`config.mk`:
```
export PLATFORM = sky130hd
export DESIGN_NAME = mgmt_command_frame_parser
export DESIGN_NICKNAME = d
export VERILOG_FILES = /design/src/hdl/mcfp_pkg.sv /design/src/hdl/mgmt_command_frame_parser.sv /design/src/hdl/mcfp_input_reg.sv /design/src/hdl/mcfp_parse_core.sv /design/src/hdl/mcfp_output_reg.sv
export SDC_FILE = /design/constraint.sdc
export NUM_CORES = 1
export LEC_CHECK = 0
export ABC_AREA = 1
export BUFFER_PORTS_ARGS = -buffer_cell sky130_fd_sc_hd__buf_2
export CAP_MARGIN = 25
export CORE_AREA = 3 3 115 117
export CTS_BUF_LIST = sky130_fd_sc_hd__clkbuf_2
export DETAILED_ROUTE_END_ITERATION = 16
export DIE_AREA = 0 0 118 120
export HOLD_SLACK_MARGIN = 0.06
export PLACE_DENSITY_LB_ADDON = 0.05
export SLEW_MARGIN = 30
export SYNTH_ARGS = -nofsm -noshare
export SYNTH_HDL_FRONTEND = slang
export SYNTH_SLANG_ARGS = --single-unit
```
`constraint.sdc`:
```
create_clock -name aclk -period 2.8 [get_ports aclk]
set_input_delay 0.14 -clock aclk [delete_from_list [all_inputs] [get_ports aclk]]
set_output_delay 0.14 -clock aclk [all_outputs]
set_load 0.02 [all_outputs]
```
`src/hdl/mcfp_pkg.sv`:
```
// Package of the management command frame parser: item and result types,
// phase and status codes and the frame constants. No dependencies.
package mcfp_pkg;

    localparam int BYTE_W = 8;

    // Parser phase codes.
    localparam logic [2:0] PH_VERSION = 3'd0;
    localparam logic [2:0] PH_COMMAND = 3'd1;
    localparam logic [2:0] PH_LENGTH  = 3'd2;
    localparam logic [2:0] PH_PAYLOAD = 3'd3;
    localparam logic [2:0] PH_DONE    = 3'd4;
    localparam logic [2:0] PH_ERROR   = 3'd5;

    // Status codes.
    localparam logic [2:0] ST_PENDING = 3'd0;
    localparam logic [2:0] ST_OK      = 3'd1;
    localparam logic [2:0] ST_BAD_VER = 3'd2;
    localparam logic [2:0] ST_BAD_CMD = 3'd3;
    localparam logic [2:0] ST_BAD_LEN = 3'd4;
    localparam logic [2:0] ST_BAD_ARG = 3'd5;

    // Input opcodes.
    localparam logic OP_BYTE    = 1'b0;
    localparam logic OP_RESTART = 1'b1;

    // Configuration register indexes.
    localparam logic CFG_VERSION  = 1'b0;
    localparam logic CFG_CMD_BASE = 1'b1;

    localparam logic [BYTE_W-1:0] DELIM = 8'h3A;

    // Argument counts expected per command index.
    localparam logic [1:0] ARGS_ADD_USER = 2'd2;
    localparam logic [1:0] ARGS_DEL_USER = 2'd1;
    localparam logic [1:0] ARGS_NONE     = 2'd0;

    typedef struct packed {
        logic              opcode;
        logic [BYTE_W-1:0] byte_value;
    } mcfp_item_t;

    typedef struct packed {
        logic [1:0]        args_seen;
        logic              arg_closed;
        logic [BYTE_W-1:0] arg_char;
        logic [BYTE_W-1:0] char_position;
        logic              arg_index;
        logic              char_valid;
        logic [1:0]        command_index;
        logic [2:0]        status;
        logic [2:0]        phase;
        logic              consumed;
    } mcfp_result_t;

endpackage

```
`src/hdl/mgmt_command_frame_parser.sv`:
```
// Top level of the management command frame parser.
// Instantiates mcfp_input_reg, mcfp_parse_core and mcfp_output_reg; uses mcfp_pkg.
//
// The parser takes one request per clock while the result side is not stalled
// and returns exactly one result per request, held in the result register.
// A request is either a frame byte (s_tuser = 0) or a restart (s_tuser = 1).
// A frame is a version byte, a command byte, a length byte and a payload of
// colon-separated arguments. Argument characters are not stored: each one
// comes back with its argument index and its position in that argument,
// flagged by m_tuser. Once a frame is done or in error, further bytes are
// refused (consumed = 0) until a restart request arrives. Throughput is one
// request per cycle unless stalled, set by the single parse stage that updates the
// parser state in one step; an input register and a result register separate
// the two sides, so a new request is taken while a finished result still waits.
// Configuration (version byte, command base) is written through the cfg
// channel, which is always ready, and must only be written while idle.
module mgmt_command_frame_parser #(
    parameter int MAX_STRING_LEN = 255,
    parameter int MAX_ARGS       = 2
) (
    input  logic        aclk,
    input  logic        aresetn,
    // Request channel.
    input  logic        s_tvalid,
    output logic        s_tready,
    input  logic [7:0]  s_tdata,  // [7:0] byte_value
    input  logic [0:0]  s_tuser,  // [0] opcode
    // Result channel.
    output logic        m_tvalid,
    input  logic        m_tready,
    // [0] consumed, [3:1] phase, [6:4] status, [8:7] command_index,
    // [9] arg_index, [17:10] char_position, [25:18] arg_char,
    // [26] arg_closed, [28:27] args_seen, [31:29] zero
    output logic [31:0] m_tdata,
    output logic [0:0]  m_tuser,  // [0] char_valid
    // Configuration write channel.
    input  logic        cfg_valid,
    output logic        cfg_ready,
    input  logic        cfg_index,
    input  logic [7:0]  cfg_data
);
    import mcfp_pkg::*;

    mcfp_item_t   s_item;
    mcfp_item_t   item;
    mcfp_result_t result;
    mcfp_result_t m_result;
    logic         item_valid;
    logic         advance;

    assign s_item.opcode     = s_tuser[0];
    assign s_item.byte_value = s_tdata;

    // The held request is parsed when the result register is free or is
    // being emptied in this same cycle.
    assign advance = item_valid && (!m_tvalid || m_tready);

    mcfp_input_reg u_in (
        .aclk       (aclk),
        .aresetn    (aresetn),
        .s_valid    (s_tvalid),
        .s_ready    (s_tready),
        .s_item     (s_item),
        .advance    (advance),
        .item_valid (item_valid),
        .item       (item)
    );

    mcfp_parse_core #(
        .MAX_STRING_LEN (MAX_STRING_LEN),
        .MAX_ARGS       (MAX_ARGS)
    ) u_core (
        .aclk      (aclk),
        .aresetn   (aresetn),
        .cfg_valid (cfg_valid),
        .cfg_ready (cfg_ready),
        .cfg_index (cfg_index),
        .cfg_data  (cfg_data),
        .advance   (advance),
        .item      (item),
        .result    (result)
    );

    mcfp_output_reg u_out (
        .aclk     (aclk),
        .aresetn  (aresetn),
        .load     (advance),
        .result   (result),
        .m_valid  (m_tvalid),
        .m_ready  (m_tready),
        .m_result (m_result)
    );

    // Pack the result fields from the lowest bit up; char_valid rides in tuser.
    assign m_tdata = {3'b000,
                      m_result.args_seen,
                      m_result.arg_closed,
                      m_result.arg_char,
                      m_result.char_position,
                      m_result.arg_index,
                      m_result.command_index,
                      m_result.status,
                      m_result.phase,
                      m_result.consumed};
    assign m_tuser = m_result.char_valid;

endmodule

```
`src/hdl/mcfp_input_reg.sv`:
```
// Input register of the frame parser: holds one accepted request until the
// parse stage takes it. Depends on mcfp_pkg.
module mcfp_input_reg (
    input  logic               aclk,
    input  logic               aresetn,
    input  logic               s_valid,
    output logic               s_ready,
    input  mcfp_pkg::mcfp_item_t s_item,
    input  logic               advance,
    output logic               item_valid,
    output mcfp_pkg::mcfp_item_t item
);
    import mcfp_pkg::*;

    logic       valid_reg;
    logic       valid_next;
    mcfp_item_t item_reg;

    // Room when empty or when the held request moves on this cycle.
    assign s_ready    = !valid_reg || advance;
    assign valid_next = s_ready ? s_valid : valid_reg;

    always_ff @(posedge aclk) begin
        if (!aresetn) begin
            valid_reg <= 1'b0;
        end else begin
            valid_reg <= valid_next;
        end
    end

    always_ff @(posedge aclk) begin
        if (s_valid && s_ready) begin
            item_reg <= s_item;
        end
    end

    assign item_valid = valid_reg;
    assign item       = item_reg;

endmodule

```
`src/hdl/mcfp_parse_core.sv`:
```
// Parse stage of the frame parser: configuration and parser state registers
// and the per-byte decision logic. Depends on mcfp_pkg.
module mcfp_parse_core #(
    parameter int MAX_STRING_LEN = 255,
    parameter int MAX_ARGS       = 2
) (
    input  logic                   aclk,
    input  logic                   aresetn,
    input  logic                   cfg_valid,
    output logic                   cfg_ready,
    input  logic                   cfg_index,
    input  logic [7:0]             cfg_data,
    input  logic                   advance,
    input  mcfp_pkg::mcfp_item_t   item,
    output mcfp_pkg::mcfp_result_t result
);
    import mcfp_pkg::*;

    localparam logic [BYTE_W-1:0] MAX_LEN_C  = BYTE_W'(MAX_STRING_LEN);
    localparam logic [1:0]        MAX_ARGS_C = 2'(MAX_ARGS);

    logic [BYTE_W-1:0] version_reg, cmd_base_reg;
    logic [2:0]        phase_reg, phase_next;
    logic [2:0]        status_reg, status_next;
    logic [1:0]        cmd_reg, cmd_next;
    logic [1:0]        expect_reg, expect_next;
    logic [BYTE_W-1:0] left_reg, left_next;
    logic [BYTE_W-1:0] alen_reg, alen_next;
    logic [1:0]        acnt_reg, acnt_next;

    assign cfg_ready = 1'b1;

    always_ff @(posedge aclk) begin
        if (!aresetn) begin
            version_reg  <= 8'd1;
            cmd_base_reg <= 8'd0;
        end else if (cfg_valid) begin
            unique case (cfg_index)
                CFG_VERSION:  version_reg  <= cfg_data;
                CFG_CMD_BASE: cmd_base_reg <= cfg_data;
                default: ;
            endcase
        end
    end

    always_comb begin
        logic [BYTE_W-1:0] c;
        logic [BYTE_W:0]   cmd_top;
        logic [BYTE_W-1:0] cmd_off;
        logic              ok;
        logic              consumed, cv, ai, closed;
        logic [BYTE_W-1:0] cp, ch;

        c         = item.byte_value;
        cmd_top   = {1'b0, cmd_base_reg} + 9'd3;
        cmd_off   = c - cmd_base_reg;
        ok        = 1'b1;
        consumed  = 1'b0;
        cv        = 1'b0;
        ai        = 1'b0;
        closed    = 1'b0;
        cp        = '0;
        ch        = '0;

        phase_next  = phase_reg;
        status_next = status_reg;
        cmd_next    = cmd_reg;
        expect_next = expect_reg;
        left_next   = left_reg;
        alen_next   = alen_reg;
        acnt_next   = acnt_reg;

        if (item.opcode == OP_RESTART) begin
            phase_next  = PH_VERSION;
            status_next = ST_PENDING;
            cmd_next    = '0;
            expect_next = '0;
            left_next   = '0;
            alen_next   = '0;
            acnt_next   = '0;
        end else if (phase_reg != PH_DONE && phase_reg != PH_ERROR) begin
            consumed = 1'b1;
            unique case (phase_reg)
                PH_VERSION: begin
                    if (c != version_reg) begin
                        phase_next  = PH_ERROR;
                        status_next = ST_BAD_VER;
                    end else begin
                        phase_next = PH_COMMAND;
                    end
                end
                PH_COMMAND: begin
                    if (c < cmd_base_reg || {1'b0, c} > cmd_top) begin
                        phase_next  = PH_ERROR;
                        status_next = ST_BAD_CMD;
                    end else begin
                        cmd_next = cmd_off[1:0];
                        case (cmd_off[1:0])
                            2'd0:    expect_next = ARGS_ADD_USER;
                            2'd1:    expect_next = ARGS_DEL_USER;
                            default: expect_next = ARGS_NONE;
                        endcase
                        phase_next = PH_LENGTH;
                    end
                end
                PH_LENGTH: begin
                    if (c > MAX_LEN_C) begin
                        phase_next  = PH_ERROR;
                        status_next = ST_BAD_LEN;
                    end else begin
                        left_next = c;
                        if (c == '0 && expect_reg == ARGS_NONE) begin
                            phase_next  = PH_DONE;
                            status_next = ST_OK;
                        end else begin
                            phase_next = PH_PAYLOAD;
                        end
                    end
                end
                PH_PAYLOAD: begin
                    if (left_reg == '0) begin
                        phase_next  = PH_ERROR;
                        status_next = ST_BAD_LEN;
                        ok          = 1'b0;
                    end else if (c == DELIM) begin
                        if (alen_reg == '0 || acnt_reg >= MAX_ARGS_C) begin
                            phase_next  = PH_ERROR;
                            status_next = ST_BAD_ARG;
                            ok          = 1'b0;
                        end else begin
                            acnt_next = acnt_reg + 2'd1;
                            alen_next = '0;
                            closed    = 1'b1;
                        end
                    end else if (alen_reg >= MAX_LEN_C) begin
                        phase_next  = PH_ERROR;
                        status_next = ST_BAD_ARG;
                        ok          = 1'b0;
                    end else begin
                        cv        = 1'b1;
                        ai        = acnt_reg[0];
                        cp        = alen_reg;
                        ch        = c;
                        alen_next = alen_reg + 8'd1;
                    end
                    if (ok) begin
                        left_next = left_reg - 8'd1;
                        // Payload exhausted: close a pending argument, then
                        // check the count against what the command needs.
                        if (left_next == '0) begin
                            if (alen_next != '0) begin
                                if (acnt_next >= MAX_ARGS_C) begin
                                    phase_next  = PH_ERROR;
                                    status_next = ST_BAD_ARG;
                                    ok          = 1'b0;
                                end else begin
                                    acnt_next = acnt_next + 2'd1;
                                    alen_next = '0;
                                    closed    = 1'b1;
                                end
                            end
                            if (ok) begin
                                if (acnt_next != expect_reg) begin
                                    phase_next  = PH_ERROR;
                                    status_next = ST_BAD_ARG;
                                end else begin
                                    phase_next  = PH_DONE;
                                    status_next = ST_OK;
                                end
                            end
                        end
                    end
                end
                default: begin
                    phase_next  = PH_ERROR;
                    status_next = ST_BAD_ARG;
                end
            endcase
        end

        result.consumed      = consumed;
        result.phase         = phase_next;
        result.status        = status_next;
        result.command_index = cmd_next;
        result.char_valid    = cv;
        result.arg_index     = ai;
        result.char_position = cp;
        result.arg_char      = ch;
        result.arg_closed    = closed;
        result.args_seen     = acnt_next;
    end

    always_ff @(posedge aclk) begin
        if (!aresetn) begin
            phase_reg  <= PH_VERSION;
            status_reg <= ST_PENDING;
            cmd_reg    <= '0;
            expect_reg <= '0;
            left_reg   <= '0;
            alen_reg   <= '0;
            acnt_reg   <= '0;
        end else if (advance) begin
            phase_reg  <= phase_next;
            status_reg <= status_next;
            cmd_reg    <= cmd_next;
            expect_reg <= expect_next;
            left_reg   <= left_next;
            alen_reg   <= alen_next;
            acnt_reg   <= acnt_next;
        end
    end

endmodule

```
`src/hdl/mcfp_output_reg.sv`:
```
// Result register of the frame parser: holds one result until the
// downstream side takes it. Depends on mcfp_pkg.
module mcfp_output_reg (
    input  logic                   aclk,
    input  logic                   aresetn,
    input  logic                   load,
    input  mcfp_pkg::mcfp_result_t result,
    output logic                   m_valid,
    input  logic                   m_ready,
    output mcfp_pkg::mcfp_result_t m_result
);
    import mcfp_pkg::*;

    logic         valid_reg;
    mcfp_result_t result_reg;

    always_ff @(posedge aclk) begin
        if (!aresetn) begin
            valid_reg <= 1'b0;
        end else if (load) begin
            valid_reg <= 1'b1;
        end else if (m_ready) begin
            valid_reg <= 1'b0;
        end
    end

    always_ff @(posedge aclk) begin
        if (load) begin
            result_reg <= result;
        end
    end

    assign m_valid  = valid_reg;
    assign m_result = result_reg;

endmodule

```
**Yosys cells after proc, flatten, opt, wreduce, memory -nomap -nowiden**

Index checks and enable logic that the tools add are counted.

- Add/sub/neg operators: 6
- $lt $le $gt $ge: 6
- Equality and inequality tests: 12
- Mux-type cells: 103
- Bitwise gates (word level): 3
- Reduce and logical (&&, ||, !) cells: 31

Operators by type and width:

| operator | number |
|---|---|
| 8-bit 2-to-1 mux | 18 |
| 3-bit 2-to-1 mux | 31 |
| 2-bit 2-to-1 mux | 26 |
| 8-bit zero test | 4 |
| 1-bit 2-to-1 mux | 24 |
| 3-bit one-hot mux with 4 select lines | 2 |
| 8-bit one-hot mux with 2 select lines | 1 |
| 8-bit by 2-bit adder with 9-bit output, second input constant | 1 |
| 8-bit by 9-bit greater-than comparator with 1-bit output | 1 |
| 3-bit != test, second input constant | 3 |
| 8-bit by 1-bit adder with 8-bit output, second input constant | 1 |
| 8-bit by 6-bit equality test with 1-bit output, second input constant | 1 |
| 8-bit >= comparator, second input constant | 1 |
| 8-bit greater-than comparator, second input constant | 1 |
| 8-bit less-than comparator | 1 |
| 8-bit != test | 1 |
| 2-bit nonzero test | 4 |
| 8-bit nonzero test | 1 |
| 8-bit by 1-bit subtractor with 8-bit output, second input constant | 1 |
| 3-bit by 2-bit equality test with 1-bit output, second input constant | 2 |
| 6-bit OR reduction | 1 |
| 5-bit AND reduction | 1 |
| 5-bit OR reduction | 1 |
| 2-bit by 1-bit adder with 2-bit output, second input constant | 2 |
| other kinds (19) | 31 |

- Register bits after elaboration: 85
- Logic and storage cells: 184

**Logic depth before layout (Yosys ltp)**

Gate-level depths: netlist of run 1.

- Depth in word-level cells: 24
- Mapped depth: 21

**Cells and area by module**

From an unflattened synthesis of run 1, not the netlist that was laid out.

- Cells, all modules: 619
- Area total of the unflattened synthesis: 4936.0 um^2

Modules (own cells, without submodules):

| module | instances | cells each | area an instance (um^2) | seq. area each (um^2) |
|---|---|---|---|---|
| mcfp_parse_core | 1 | 560 | 3627.2 | 880.8 |
| mcfp_output_reg | 1 | 36 | 944.7 | 920.9 |
| mcfp_input_reg | 1 | 16 | 321.6 | 290.3 |
| mgmt_command_frame_parser | 1 | 7 | 42.5 | 0.0 |

**Worst setup path before layout of run 1**

No wires, ideal clock.

- Kind: flip-flop to flip-flop
- Start point: register u_core.cmd_base_reg[0]
- End point: register u_out.result_reg, in the netlist u_out.m_result[7], data pin
- Arrival: 2464 ps
- Data required time: 2542 ps
- Path slack: 77 ps
- Stages on the path, launching flop included: 18
- Buffers on the path: 0
- Period minus slack after synthesis: 2723 ps
- Path through: dfxtp_1 inv_1 ha_1 or2_1 nor2_1 nand3_1 xor2_1 ha_1 nand2_1 inv_1 nand2_1 a21boi_0 o21bai_1 nand3_1 inv_1 or2_2 o211ai_1 inv_1

RTL lines:

| what | line | text |
|---|---|---|
| start, declared | mcfp_parse_core.sv:22 | `logic [BYTE_W-1:0] version_reg, cmd_base_reg;` |
| start signal, assigned | mcfp_parse_core.sv:40 | `CFG_CMD_BASE: cmd_base_reg <= cfg_data;` |
| end signal, assigned | mcfp_output_reg.sv:29 | `result_reg <= result;` |
| end, declared | mcfp_output_reg.sv:15 | `mcfp_result_t result_reg;` |

==> flow_summary.ini, run 1 <==
[power]
vdd_drop_max_mv = 0.296
p_leak_nw = 2.64
power_density_nw_per_um2 = 461

[global_routing]
gr-total-overflow = 0
grtUsageTotal_pct = 18.4
grt_max_degree = 34
grt_pass1_wl_mm = 20.7
antenna_found_initial = 0
first_global_vias = 4156

[layout]
largest_reg_flops = 30
nNetsFinal = 758
fin_util_pct = 48.0
drive_gt1_share_pct = 23.0
area_delta_synth_final_pct = 23.3
diodes = 0
fillers = 1263

[die]
core_area_um2 = 12500
dieWidth_um = 118
ios = 59
die_h_um = 120
num_rows = 41
dieArea_um2 = 14200
initial_core_util_pct = 38.9

[timing]
fin_crit_sh_pct = 98.4
tightest_slew_ns = 0.694
max_slew_margin_pct = 53.7
maxClockFrequency_mhz = 363
min_period_ns = 2.75
skew_ns = 0.0391
maxSlewViolCount = 0
hold_viol = 0
finalSetupViolations = 0
finalSetupTns_ns = 0
rsz0062_at_grt = yes

[synth]
synth_mux_area_share_pct = 0
ys.flop_type = dfxtp_1
synth_edf_count = 39
yosys.area_share.adder_pct = 6.09
async_flop_share_pct = 0
yosys_warnings = 0
ys_ff_latch = 85
yosysUniqueCellTypes = 50
synthesis.area_um2 = 4850
yosysSeqAreaShare_pct = 43.1
yosys.area.top_type = edfxtp_1
synth-compound-area-share_pct = 13.7
synth_xor_area_share_pct = 3.61
synth_top_area_share_pct = 24.1
synthCells = 603
yosys-top-cells-count = nand2_1, nor2_1, inv_1
synth_top_family_by_area = simple AND/OR/NAND/NOR gates
yosys.cell_count.top_type = nand2_1
yosys.area_share.simple_pct = 25.2
yosys-top-cells-area = edfxtp_1, dfxtp_1, nand2_1, nor2_1, ha_1
synth.avg_cell_area_um2 = 8.04

[place]
place.gp.congestion = 0.856
portBuffers = 54
hpwl_mm = 9.10

[critical_path]
cp_slowest_cell = dfxtp_2
start_kind = flop
cp_max_fo = 4
critPathRequiredTime_ns = 3.17
path_cells = inv_2 > ha_4 > or2_1 > nor2_2 > nand3_2 > xor2_1 > ha_1 > nand2_1 > inv_1 > nand2_1 > o31ai_1 > o21bai_2 > nand3_2 > inv_2 > or2_4 > o211ai_1 > inv_1
slowest_delay_ns = 0.40
cp.arrival_ns = 3.13
worstSetupEndpointType = flop
critical_path_class = flop to flop

[clocking]
clockBufferDepth = 2
cts_sinks = 85
clock_tree.htree_level_count = 3
insertion_delay_ns = 0.60
clk_pin_slew_worst_paths_ns = 0.26
cts_buffers = 9
tritoncts = built
clk_root_buffer_cell = clkbuf_2

[detailed_routing]
wire_per_inst_um = 14.0
viasPerCell = 4.87
first_iter_violations = 202
dr.pass1.iters = 4
drt-total-wl_mm = 12.4
vias = 4325
drc = 0
antenna_left = 0

[hold_path]
min_path_type = input port to flop

[status]
status = complete, no violations

[job]
cap_viol_max_count = 0
cells by family after synthesis:
logic type | Yosys count
AO/OA/AOI/OAI | 116
XOR/XNOR | 20
adder cells (fa/ha/maj) | 23
buffers and inverters | 100
flip-flops | 85
other | 2
AND/OR/NAND/NOR | 257
worst max-delay path, delay by kind of cell (launching register included):
kind,cells,cell delay [ns]
flops,1,0.40
buf+inv,4,0.21
simple gates,7,0.94
fa+ha+maj,2,0.45
xor+xnor,1,0.16
compound gates,3,0.36
final timing paths:
kind                                              from                     end  slack, ns  depth (start not counted)
worst max-delay path            u_core.cmd_base_reg[0]       u_out.m_result[8]       0.05                         17
worst min-delay path                         cfg_index  u_core.cmd_base_reg[0]       0.13                          3
worst max register to register  u_core.cmd_base_reg[0]       u_out.m_result[8]       0.05                         17
worst min register to register    u_core.expect_reg[0]    u_core.expect_reg[0]       0.51                          2
final cells by class:
type	count	area [µm²]	share of cell area [%]
clock inverters	6	87.6	1.46
well taps	172	215	3.60
clock buffers	10	50.0	0.837
inverters	85	319	5.33
flip-flops and latches	85	2090	35.0
repair buffers	111	771	12.9
multi-input cells	420	2440	40.9
cells in the final DEF, fill, tap and decap left out, types with 3 or more instances in the layout:
master,n
nor2_1,73
ha_1,21
o21ai_0,33
nor2_4,3
nand3_1,30
dfxtp_1,45
a21oi_2,6
nor3_1,5
a21oi_1,40
xor2_1,11
nand2_2,13
clkbuf_2,10
nand3b_1,3
nand4_1,9
nand3_2,6
nor2_2,6
inv_2,17
nand2_4,3
o211ai_1,3
buf_4,28
xnor2_1,9
a31oi_1,3
dlygate4sd3_1,29
nand2_1,95
inv_1,65
edfxtp_1,39
conb_1,4
o22ai_1,6
o21ai_1,10
buf_2,54
clkinv_1,4
where the power goes:
group          switching [mW]  total, mW  leakage, nW  internal, mW
Sequential             0.0402       1.40        0.754          1.36
Combinational           0.364      0.595         1.81         0.230
Clock                   0.461      0.758       0.0758         0.297
layer usage:
| layer | wire length, µm | part of all wire [%] | GRT usage (%) | vias to the layer above |
|---|---|---|---|---|
| met5 | 0 | 0 | 0 | - |
| met4 | 239 | 1.9 | 7.11 | 0 |
| met3 | 531 | 4.3 | 3.25 | 20 |
| met2 | 5780 | 47 | 29.8 | 95 |
| met1 | 5870 | 47 | 24.6 | 1991 |
| li1 | - | - | - | 2219 |
repair_timing:
item                                    4_1_cts  5_1_grt
endpoints found under the setup margin        9       25
pin swaps                                     5       12
cloned                                        0        0
hold buffers                                 29        0
buffers inserted                              1        3
hold endpoints to repair                     43        0
gates resized for setup                       9       16
stage by stage:
step | hold slack (ns) | cell area [µm²] | power, mW | worst slack (ns) | cells
finish | 0.127 | 5980 | 2.76 | 0.0457 | 889
global route | 0.152 | 5980 | 2.91 | -0.157 | 889
CTS | 0.110 | 5910 | 2.77 | 0.00102 | 886
detailed placement | 0.318 | 5450 | 1.98 | -0.120 | 840
global placement | 0.317 | 5450 | 1.97 | -0.0634 | 840
floorplan | 0.239 | 4860 | 1.81 | 0.0772 | 605
Note: power is estimated with default switching activity, not from simulation.
==> run 2: changes to the inputs <==
clock period = 3.1 ns   (was 2.8 ns; I/O delays follow)
==> flow_summary.ini, run 2 (same netlist as run 1, synthesis figures left out) <==
[detailed_routing]
first_iter_violations = 181
antenna_left = 0
wire_per_inst_um = 14.3
dr.pass1.iters = 4
vias = 4243
viasPerCell = 4.87
drt-total-wl_mm = 12.5
drc = 0

[die]
initial_core_util_pct = 38.9
core_area_um2 = 12500
die_h_um = 120
dieArea_um2 = 14200
ios = 59
num_rows = 41
dieWidth_um = 118

[global_routing]
antenna_found_initial = 0
gr-total-overflow = 0
first_global_vias = 4212
grtUsageTotal_pct = 18.6
grt_max_degree = 32
grt_pass1_wl_mm = 20.9

[critical_path]
critPathRequiredTime_ns = 3.48
cp_common_cell = inv_1
start_kind = flop
worstSetupEndpointType = flop
cp_top_family = simple AND/OR/NAND/NOR gates
slowest_delay_ns = 0.37
critPathBufInv = 4
cp.arrival_ns = 3.32
cp_max_fo = 5
critical_path_class = flop to flop
path_cells = inv_1 > ha_1 > or2_1 > nor2_2 > nand3_2 > xor2_1 > ha_1 > nand2_1 > inv_1 > nand2_1 > o31ai_1 > o21bai_1 > nand3_2 > inv_1 > or2_2 > o211ai_1 > inv_1
cp_slowest_cell = dfxtp_2
rrSetupSlack_ns = 0.16

[layout]
largest_reg_flops = 30
drive_gt1_share_pct = 18.5
area_delta_synth_final_pct = 19.3
fin_area_um2 = 5790
final_common_cell = nand2_1
fin_util_pct = 46.4
layout.cells.non_filler = 871
nNetsFinal = 740
diodes = 0
final_cell_mix = nand2_1, nor2_1, inv_1

[timing]
skew_ns = 0.0299
fin_crit_sh_pct = 94.8
min_period_ns = 2.94
maxSlewViolCount = 0
hold_viol = 0
final.setup.worst_slack_ns = 0.161
tightest_slew_ns = 0.639
maxClockFrequency_mhz = 340
finalSetupViolations = 0
max_slew_margin_pct = 57.3

[place]
portBuffers = 54
pre_cts_ws_ns = 0.0362
hpwl_mm = 9.01
dpl_cell_area_um2 = 5330
post-place-cells = 824
place.gp.congestion = 0.877

[clocking]
clk_root_buffer_cell = clkbuf_2
clockBufferDepth = 2
clock_tree.htree_level_count = 3
cts_buffers = 9
cts_sinks = 85
clk_pin_slew_worst_paths_ns = 0.22
tritoncts = built
insertion_delay_ns = 0.61
post_cts_buffers = 0

[status]
status = complete, no violations

[power]
totalPowerFinal_mw = 2.45
p_leak_nw = 2.55
power_density_nw_per_um2 = 423
vdd_drop_max_mv = 0.235

[job]
cap_viol_max_count = 0

[hold_path]
min_path_type = input port to flop
[run 2: per-layer routing]
layer	global-route usage (%)	routed length [µm]
met5	0	0
met4	8.94	347
met3	3.16	479
met2	30.5	5730
met1	23.8	5940
[run 2: power by group]
| part | internal (mW) | switching [mW] |
|---|---|---|
| clock | 0.262 | 0.406 |
| sequential | 1.23 | 0.0426 |
| combinational | 0.190 | 0.313 |
| total | 1.68 | 0.762 |
[run 2: path summary, 6_finish.rpt]
kind                               start                     end  cells past startpoint
setup / recovery  u_core.cmd_base_reg[0]       u_out.m_result[7]                     17
hold / removal                 cfg_index  u_core.cmd_base_reg[5]                      3
setup reg to reg  u_core.cmd_base_reg[0]       u_out.m_result[7]                     17
hold reg to reg       u_core.left_reg[7]      u_core.left_reg[7]                      2
[run 2: worst min-delay path, cell delays in order]
cell,delay [ns]
buf_2,0.10
nand2_1,0.35
a21oi_1,0.12
[run 2: layout make-up]
cell class	count	area (µm²)
Fill cell	1265	6680
Tap cell	172	215
Sequential cell	85	2090
Multi-Input combinational cell	420	2380
Inverter	85	319
Clock buffer	9	45.0
Timing Repair Buffer	93	641
Clock inverter	7	90.1
[run 2: what timing repair did]
item / in CTS / in global routing
hold endpoints to repair: 42 / 0
gates resized for setup: 0 / 5
setup endpoints to repair: 0 / 9
hold buffers: 31 / 0
[run 2: metrics by stage]
stage | TNS (ns) | hold WS, ns
4_1_cts | 0 | 0.112
5_1_grt | -0.0625 | 0.182
3_5_place_dp | 0 | 0.334
3_3_place_gp | 0 | 0.333
6_report | 0 | 0.163
2_1_floorplan | 0 | 0.254
